**src/rtb_ram.sv**
```systemverilog
// Generic single-port-write, single-port-read RAM with registered read data.
// No dependencies.
`default_nettype none
module rtb_ram #(
	parameter int Width = 8,
	parameter int Depth = 16
) (
	input wire logic clk,
	input wire logic we,
	input wire logic [$clog2(Depth)-1:0] waddr,
	input wire logic [Width-1:0] wdata,
	input wire logic [$clog2(Depth)-1:0] raddr,
	output logic [Width-1:0] rdata
);
	logic [Width-1:0] mem_q [Depth];

	always_ff @(posedge clk) begin
		if (we) begin
			mem_q[waddr] <= wdata;
		end
		rdata <= mem_q[raddr];
	end
endmodule
`default_nettype wire
```
**config.mk**
```make
export PLATFORM = sky130hd
export DESIGN_NAME = rtb_ram
export DESIGN_NICKNAME = d
export VERILOG_FILES = /design/src/rtb_ram.sv
export SDC_FILE = /design/constraint.sdc
export NUM_CORES = 1
export LEC_CHECK = 0
export BUFFER_PORTS_ARGS = -buffer_cell sky130_fd_sc_hd__buf_2
export CAP_MARGIN = 5
export CORE_UTILIZATION = 54
export CTS_CLUSTER_SIZE = 8
export DETAILED_ROUTE_END_ITERATION = 8
export GPL_TIMING_DRIVEN = 0
export HOLD_SLACK_MARGIN = 0.1
export PLACE_DENSITY = 0.78
export SLEW_MARGIN = 10
export SYNTH_ARGS = -nofsm -noshare
export SYNTH_HDL_FRONTEND = slang
export SYNTH_SLANG_ARGS = --single-unit
```
**constraint.sdc**
```tcl
create_clock -name clk -period 1.4 [get_ports clk]
set_input_delay 0 -clock clk [delete_from_list [all_inputs] [get_ports clk]]
set_output_delay 0 -clock clk [all_outputs]
set_load 0.02 [all_outputs]
```
# Word-level counts from Yosys, hierarchy flattened
# Memories as Yosys holds them, arrays and structs flattened. A register that Yosys moved wholly into a read port is not among the register bits.
# Cells that the tools add are included.
# totals
regBits,0
ram_bits,128
output_inout_bits,8
wordCells,3
n_memories,1
# mem_list
memory,words,width,rd,rd_ports_with_merged_regs,wr,line_no,source
mem_q,16,8,1,1,1,15,logic [Width-1:0] mem_q [Depth];
# classes
muxes,2
# op_table
cell,n
1-bit two-way mux,2

# Depth between registers and ports, before layout
# Gate-level depths: netlist of the first run.
# logic_depth
depth_word,2
mapped_depth,5
ltp_nobuf,3

# Worst setup path before layout of the first run
# No wires, ideal clock.
# synth_path
path_type,input to register
from,input waddr[2]
to,memory mem_q[0][0] (enable)
setup_ns,0.383
arrival_time_ns,1.110
required_time_ns,1.017
path_slack_ns,-0.093
cell_stages,2
path_cell_list,or3b_2 > nor3_1
# synth_lines
element,line_no,source
"start, declared",10,"input wire logic [$clog2(Depth)-1:0] waddr,"
"end, declared",15,
# Straight into the memory's write port.

==> results of run 1 <==
metrics by stage:
stage	area, um2	total power [mW]
after global routing	6200	9.91
final	6200	9.65
after floorplan	5150	4.92
after global placement	5430	5.09
after detailed placement	5430	5.12
after CTS	6160	9.69
worst max-delay path by stage:
stage / startpoint / endpoint / slack, ns
6_report: raddr[1] / rdata[7]$_DFF_P_ / 0.04
4_1_cts: mem_q[1][2]$_DFFE_PP_ / rdata[2]$_DFF_P_ / 0.01
3_5_place_dp: waddr[2] / mem_q[8][1]$_DFFE_PP_ / -0.44
2_1_floorplan: waddr[2] / mem_q[3][0]$_DFFE_PP_ / 0.13
3_3_place_gp: waddr[2] / mem_q[8][3]$_DFFE_PP_ / -0.36
5_1_grt: raddr[1] / rdata[7]$_DFF_P_ / -0.004
final cells by class:
type                    instances  area, um2
clock inverters                10        175
repair buffers                 38        260
plain buffers                  10       88.8
well taps                     129        161
fillers                       556       3040
clock buffers                  22        433
multi-input cells              83       1080
flip-flops and latches        136       4000
worst reg2reg max path, delay by kind of cell (launching register included):
kind	cells	cell delay [ns]
AO/OA/AOI/OAI	1	0.30
multiplexers	1	0.49
flip-flops	1	0.37
AND/OR/NAND/NOR	1	0.07
state kept, by name, summed over array words and instances, names as in the netlist:
register / count
mem_q: 128
rdata: 8
synth_stat cells (all sizes together):
library cell   instances
nor2b                  1
nand3b                 2
clkdlybuf4s25          3
mux4                  32
nand2b                 2
edfxtp               128
a22oi                 16
nor3                   4
and2                   1
nor2                  13
nand2                  9
buf                    7
dfxtp                  8
and2b                  1
or3b                   1
nand3                  1
kinds of logic (layout without fill, tap and decap cells):
logic type,count (synthesis),count (layout),synth area share
DFF,136,136,0.778
and+or+nand+nor,35,35,0.0318
muxes,32,32,0.150
AOI/OAI and AO/OA,16,16,0.0233
buffers and inverters,10,80,0.0168
routing by layer:
layer,up-vias,track usage,share of wire
li1,1092,-,-
met1,1284,0.307,0.41
met2,100,0.363,0.50
met3,11,0.0717,0.067
met4,0,0.0792,0.014
met5,-,0,0
power by group:
group          internal [mW]  switching [mW]
sequential              4.55          0.0227
clock                   3.05            1.51
combinational          0.210           0.294
repair_timing:
item / 4_1_cts / 5_1_grt
hold buffers: 12 / 2
resized for setup: 0 / 4
endpoints found under the hold margin: 166 / 16
endpoints found under the setup margin: 0 / 5
==> impl_results.md, run 1 <==
- Outcome: complete, no violations
- Most common cell after layout, fill and taps aside: edfxtp_1
- I/O pin count: 26
- Clock transition at path regs: 0.06 ns
- Sequential share of the synthesized area: 0.778
- Final setup skew: roughly 0.0052 ns
- Fin. max-slew vios: 0
- Inserted Clock Buffers: 17
- CP Cell Sequence: dlygate4sd3_1 -> buf_2 -> buf_2 -> mux4_2 -> a22oi_1 -> nand2_1
- Largest cells by area after synthesis: edfxtp_1 (75%), mux4_2 (7.9%), mux4_1 (7.1%)
- Final net count: 304
- # setup viols final: 0
- Hold path cells: 2
- R2r worst-path depth: 3
- Hold Path Class: in -> reg
- 1st-iter DRT viols: 306
- CP Capture Type: flop
- CP Depth: 6
- CP arrival: ~1.8 ns
- Synth top area share: 0.747
- Crit path buf inv count: 3
- Most frequent cells in the layout: edfxtp_1 (128), buf_2 (26), mux4_2 (18), clkbuf_16 (16)
- Mapped Cells: 229
- Min Hold Slack: 0.0427 ns
- Layout area overhead: 20.5%
- Largest net degree at the start of global routing: 17
- Gr usage total: 0.230
- GP Congestion: roughly 0.72
- Distinct cells, synth: 19
- CTS tree: built
- Final Hold Fails: 0
- Placed cells: 382
- First-pass GRT wire length: 15300 um
- Latest clock arrival within the worst-skew pair: 0.51 ns
- Hold path start: waddr[1]
- DRT Wirelength: 10300 um
- Drt drc: 0
- Total vias in the final route: 2487
- Setup TNS: 0 ns
- Lkg Pwr: 2.09 nW
- Die ar.: 9930 um2
- Port bufs: 24
- Post-Synthesis Net Count: 247
- Worst R2R Setup Slack: 0.05 ns
- Worst slew margin: 0.195
- R2r endpoint: rdata[1]$_DFF_P_
- H-tree Lvls: 4
- Hold endpoint: mem_q[4][4]$_DFFE_PP_
- Routed Antenna Nets: 0
- VDD IR-drop max: 1.21 mV
- Pre-CTS WS: -0.439 ns
- Core area: 9240 um2
- #FFs+latches synth: approximately 140
- Antenna cells: 0
- Post-CTS Setup Bufs: 0
- Worst Tran Pin Value: 1.20 ns
- Max Fclk: around 0.74 GHz
- Worst setup SP type: input port
- Reg2reg start: mem_q[8][1]$_DFFE_PP_
- Detailed-route wire length per cell: 24.0 um
- Initial core utilization: 0.557
- Final worst-path cycle share: 0.971
- Most common cell on crit path: buf_2
- Pwr per Cell Area: 1560 nW/um2
- Antenna violations before repair: 0
- DR vias/cell: 5.81
- First drt pass iteration count: 5
- Avg Inst Size Synth: 22.5 um2
- Die X: ~100 um
- Layout Cells excl Fill: approximately 430
- Std-Cell Rows: 35
- Total grt overflow: 0
- Vias in the first global route: 2504
- Final setup margin: 0.0401 ns
- CP max stage cell: dlygate4sd3_1
- Slowest stage delay, CP: 0.54 ns
- CP max FO: 10
- Post-DP HPWL: roughly 6000 um
- Max-cap violations: 0
- Yosys top cell by area: edfxtp_1
- Clock tree buffer depth: 2
- Cell Area, Synth: 5150 um2
- Layout cells sized above 1: 0.278
- Num Clock Sinks: between 100 and 150
- Crit path time final: 1.36 ns
- WP data required: 1.79 ns
- Yosys warnings: 0
- CP top delay family: buffers and inverters
- Die Span Y: between 90 and 100 um
- Final core occ: 0.671
- CP Class: in -> reg
- Root buffer cell: clkbuf_8
No activity file was read; power rests on OpenSTA's default activity.
==> run 2, diff against run 1 <==
--- a/config.mk
+++ b/config.mk
@@ -13,6 +13,7 @@
 export GPL_TIMING_DRIVEN = 0
 export HOLD_SLACK_MARGIN = 0.1
 export PLACE_DENSITY = 0.78
+export RECOVER_POWER = 50
 export SLEW_MARGIN = 10
 export SYNTH_ARGS = -nofsm -noshare
 export SYNTH_HDL_FRONTEND = slang
==> run 2 against run 1 <==
Against the previous run: wire length grew 0.65%; clock skew is 0.00052 ns lower; critical endpoint unchanged; power about the same; worst hold slack better by 0.0015 ns; combinational power hardly changed; non-clock buffer count unchanged; worst setup slack worse by 0.0017 ns; die area unchanged.
==> impl_results.md, run 2 (same netlist as run 1, synthesis figures left out) <==
- Total vias in the final route: 2506
- Antenna violations before repair: 0
- Largest net degree at the start of global routing: 17
- Fin. max-slew vios: 0
- Antenna cells: 0
- Most frequent cells in the layout: edfxtp_1 (128), mux4_2 (18), buf_2 (17), clkbuf_16 (16)
- Final Hold Fails: 0
- Final setup skew: 0.00467 ns
- First drt pass iteration count: 5
- GP Congestion: between 0.7 and 0.8
- Std-Cell Rows: 35
- CP max FO: 10
- Root buffer cell: clkbuf_8
- First-pass GRT wire length: about 15000 um
- Total grt overflow: 0
- DR vias/cell: 5.86
- Core area: between 9000 and 10000 um2
- Max Fclk: roughly 0.73 GHz
- Most common cell on crit path: buf_2
- # setup viols final: 0
- Die ar.: a little under 10000 um2
- I/O pin count: 26
- Die X: 99.6 um
- Layout area overhead: 20.3%
- Worst slew margin: 0.194
- Pwr per Cell Area: around 1600 nW/um2
- Largest registers: mem_q (128), rdata (8)
- Drt drc: 0
- Num Clock Sinks: ~140
- Inserted Clock Buffers: 17
- 1st-iter DRT viols: 304
- Most flops, register: mem_q
- Post-DP HPWL: 6010 um
- Detailed-route wire length per cell: 24.2 um
- Crit path time final: 1.36 ns
- CP Cell Sequence: dlygate4sd3_1 -> buf_2 -> buf_2 -> mux4_2 -> a22oi_1 -> nand2_1
- Layout cells sized above 1: 0.247
- Final net count: 304
- DRT Wirelength: 10400 um
- Hold path cells: 2
- Most common cell after layout, fill and taps aside: edfxtp_1
- Filler Cells Inserted: 564
- Max reg flops: 128
- CP max stage cell: dlygate4sd3_1
- WP data required: 1.79 ns
- Min Hold Slack: 0.0442 ns
- Final core occ: 0.670
- Final worst-path cycle share: 0.973
- Crit path buf inv count: 3
- CTS tree: built
- Slowest stage delay, CP: 0.54 ns
- Max-cap violations: 0
- H-tree Lvls: 4
- CP Class: in -> reg
- R2r worst-path depth: 3
- CP Depth: 6
- Lkg Pwr: 2.07 nW
- Gr usage total: 0.230
- Latest clock arrival within the worst-skew pair: 0.51 ns
- Worst Tran Pin Value: about 1.2 ns
- Outcome: complete, no violations
- CP Capture Type: flop
- Hold Path Class: in -> reg
- Worst setup SP type: input port
- Port bufs: 24
- VDD IR-drop max: 1.22 mV
- Clock transition at path regs: 0.06 ns
- Initial core utilization: 0.557
- Die Span Y: around 100 um
- Vias in the first global route: 2504
- CP arrival: 1.75 ns
- CP top delay family: buffers and inverters
- Clock tree buffer depth: 2
- Routed Antenna Nets: 0
[run 2: per-stage QoR]
step                worst slack, ns  TNS (ns)  power [mW]  cell area [um2]  instances
finish                       0.0385         0        9.66             6190        428
global route               -0.00415  -0.00415        9.91             6190        428
CTS                          0.0115         0        9.69             6160        426
detailed placement           -0.439    -15.44        5.12             5430        382
global placement             -0.362    -14.14        5.09             5430        382
floorplan                     0.134         0        4.92             5150        229
[run 2: per-layer routing]
metal / up-vias / routed length [um] / track usage
li1: 1091 / - / -
met1: 1274 / 4230 / 0.307
met2: 126 / 5210 / 0.363
met3: 15 / 702 / 0.0717
met4: 0 / 210 / 0.0792
met5: - / 0 / 0
[run 2: cell type report]
class	count	area, um2	area share
clock inverters	10	175	0.0283
well taps	129	161	0.0261
clock buffers	22	433	0.0699
plain buffers	10	88.8	0.0143
multi-input cells	83	1080	0.175
repair buffers	38	249	0.0402
flip-flops and latches	136	4000	0.646
[run 2: worst reg2reg max path: cells and delay by family, from the launching register on]
family / cells / cell delay (ns)
multiplexers: 1 / 0.49
AO/OA/AOI/OAI: 1 / 0.30
flip-flops: 1 / 0.37
AND/OR/NAND/NOR: 1 / 0.07
[run 2: repair_timing]
action | 4_1_cts | 5_1_grt
hold buffers | 12 | 2
endpoints found under the hold margin | 166 | 16
gates resized for setup | 0 | 4
endpoints found under the setup margin | 0 | 5
setup buffers | 0 | 0
[run 2: final timing paths]
path,startpoint,endpoint,slack (ns)
hold reg to reg,mem_q[11][2]$_DFFE_PP_,rdata[2]$_DFF_P_,0.69
hold / removal,waddr[1],mem_q[4][0]$_DFFE_PP_,0.04
setup reg to reg,mem_q[8][1]$_DFFE_PP_,rdata[1]$_DFF_P_,0.05
setup / recovery,raddr[1],rdata[7]$_DFF_P_,0.04
[run 2: report_power, final]
| part | leakage (nW) | total [mW] | internal (mW) | switching [mW] |
|---|---|---|---|---|
| Clock | 0.292 | 4.58 | 3.05 | 1.52 |
| Sequential | 1.22 | 4.58 | 4.56 | 0.0228 |
| Combinational | 0.553 | 0.502 | 0.206 | 0.296 |
| Total | 2.07 | 9.66 | 7.82 | 1.84 |
==> run 3, diff against run 2 <==
--- a/config.mk
+++ b/config.mk
@@ -7,14 +7,15 @@
 export LEC_CHECK = 0
 export BUFFER_PORTS_ARGS = -buffer_cell sky130_fd_sc_hd__buf_2
 export CAP_MARGIN = 5
-export CORE_UTILIZATION = 54
+export CORE_UTILIZATION = 50
 export CTS_CLUSTER_SIZE = 8
 export DETAILED_ROUTE_END_ITERATION = 8
 export GPL_TIMING_DRIVEN = 0
 export HOLD_SLACK_MARGIN = 0.1
-export PLACE_DENSITY = 0.78
+export PLACE_DENSITY = 0.74
 export RECOVER_POWER = 50
 export SLEW_MARGIN = 10
 export SYNTH_ARGS = -nofsm -noshare
 export SYNTH_HDL_FRONTEND = slang
 export SYNTH_SLANG_ARGS = --single-unit
+export TNS_END_PERCENT = 100
==> run 3 against run 2 <==
Against the previous run: flip-flop and latch count unchanged; combinational power down 1%; global-route usage down 2.7 points; worst setup slack worse by 0.0098 ns; sequential share of layout area up 0.49 points; count of clock-buffer cells in the layout down 4; via count down 1.7%; largest cell class unchanged.
==> impl_results.md, run 3 (same netlist as run 1, synthesis figures left out) <==
- Clock tree buffer depth: 2
- Worst setup SP type: flop
- Metal2 WL: 4530 um
- CP max FO: 1
- Initial core utilization: 0.522
- Crit path time final: between 1 and 1.5 ns
- Most frequent cells in the layout: edfxtp_1 (128), buf_2 (18), mux4_2 (18), clkbuf_16 (16)
- Most common cell after layout, fill and taps aside: edfxtp_1
- WL met3: roughly 680 um
- Vias in the first global route: roughly 2300
- Detailed-route wire length per cell: 22.1 um
- Pre-CTS WS: -0.417 ns
- Max-cap violations: 0
- CP Class: reg -> reg
- Final setup skew: 0.00688 ns
- Antenna cells: 0
- Layout area overhead: 19.4%
- Setup TNS: 0 ns
- Clock transition at path regs: roughly 0.06 ns
- # setup viols final: 0
- Post-CTS Setup Bufs: 0
- First-pass GRT wire length: ~14000 um
- Final net count: 304
- Max reg flops: ~130
- Inserted Clock Buffers: 17
- Lkg Pwr: 2.04 nW
- GP Congestion: 0.696
- Port bufs: 24
- Fin. max-slew vios: 0
- Final Hold Fails: 0
- Worst Tran Pin Value: ~1.1 ns
- Reg area: 4000 um2
- Routed Antenna Nets: 0
- Hold Path Class: in -> reg
- H-tree Lvls: 4
- Drt drc: 0
- Num Clock Sinks: about 140
- Core area: between 9000 and 10000 um2
- Die X: 103 um
- First drt pass iteration count: 6
- Final core occ: 0.623
- 1st-iter DRT viols: about 190
- WP data required: between 1.5 and 2 ns
- Filler Cells Inserted: slightly below 700
- RSZ-0062 raised after global routing: no
- Total vias in the final route: approximately 2500
- Root buffer cell: clkbuf_8
- CTS tree: built
- Antenna violations before repair: 0
- Highest metal used: met4
- CP arrival: approximately 1.8 ns
- VDD IR-drop max: 1.09 mV
- I/O pin count: 26
- Pwr per Cell Area: around 1500 nW/um2
- Max Fclk: 0.729 GHz
- Latest clock arrival within the worst-skew pair: ~0.5 ns
- Outcome: complete, no violations
- DRT Wirelength: 9520 um
- CP Capture Type: flop
- Most flops, register: mem_q
- Total grt overflow: 0
- DR vias/cell: 5.72
- Post-DP HPWL: slightly below 6000 um
- Largest net degree at the start of global routing: 17
- Die Span Y: between 100 and 150 um
- Final worst-path cycle share: 0.980
- Met1 wire length: between 4000 and 5000 um
- Std-Cell Rows: 36
- Multi-input gate area: 1090 um2
- Die ar.: between 10000 and 15000 um2
- Final setup margin: around 0.029 ns
- Largest registers: mem_q (128), rdata (8)
- Worst slew margin: 0.233
- Gr usage total: 0.203
- Layout cells sized above 1: 0.268
run 3: cell count changes in the layout (fill, tap and decap cells not counted), sizes merged:
cell / delta
buf: +1
clkinv: +2
inv: +1
bufinv: -3
clkinvlp: +3
clkbuf: -5
run 3: per-stage QoR:
step | instances | power, mW | hold WS (ns) | area (um2)
6_report | 431 | 9.17 | 0.00528 | 6150
3_5_place_dp | 386 | 5.12 | 0.410 | 5440
3_3_place_gp | 386 | 5.10 | 0.394 | 5440
5_1_grt | 431 | 9.46 | 0.0132 | 6150
4_1_cts | 429 | 9.21 | -0.0446 | 6110
2_1_floorplan | 229 | 4.92 | 0.0989 | 5150
run 3: area by class of cell:
cell class	instances	area share
multi-input cells	83	0.178
plain buffers	10	0.0140
clock inverters	13	0.0214
well taps	133	0.0271
flip-flops and latches	136	0.651
clock buffers	18	0.0680
repair buffers	38	0.0405
run 3: final timing paths:
check,from,end,slack [ns],cells after the start
worst max register to register,mem_q[11][0]$_DFFE_PP_,rdata[0]$_DFF_P_,0.03,3
worst min-delay path,waddr[0],mem_q[4][1]$_DFFE_PP_,0.005,2
worst min register to register,mem_q[3][0]$_DFFE_PP_,rdata[0]$_DFF_P_,0.68,3
worst max-delay path,mem_q[11][0]$_DFFE_PP_,rdata[0]$_DFF_P_,0.03,3
run 3: where the power goes:
part / switching (mW) / internal [mW]
logic: 0.290 / 0.207
clock network: 1.60 / 2.50
registers: 0.0198 / 4.55
run 3: per-layer routing:
layer,vias to the layer above,global-route usage
li1,1091,-
met1,1248,0.292
met2,112,0.291
met3,13,0.0538
met4,0,0.0964
met5,-,0
run 3: critical path: stages, from the launching register on:
cell      delay, ns
edfxtp_1       0.38
mux4_2         0.51
a22oi_1        0.29
nand2_1        0.08
run 3: timing repair:
item,in CTS,in global routing
endpoints found under the hold margin,164,24
hold buffers,12,2
endpoints found under the setup margin,1,3
gates resized for setup,1,3
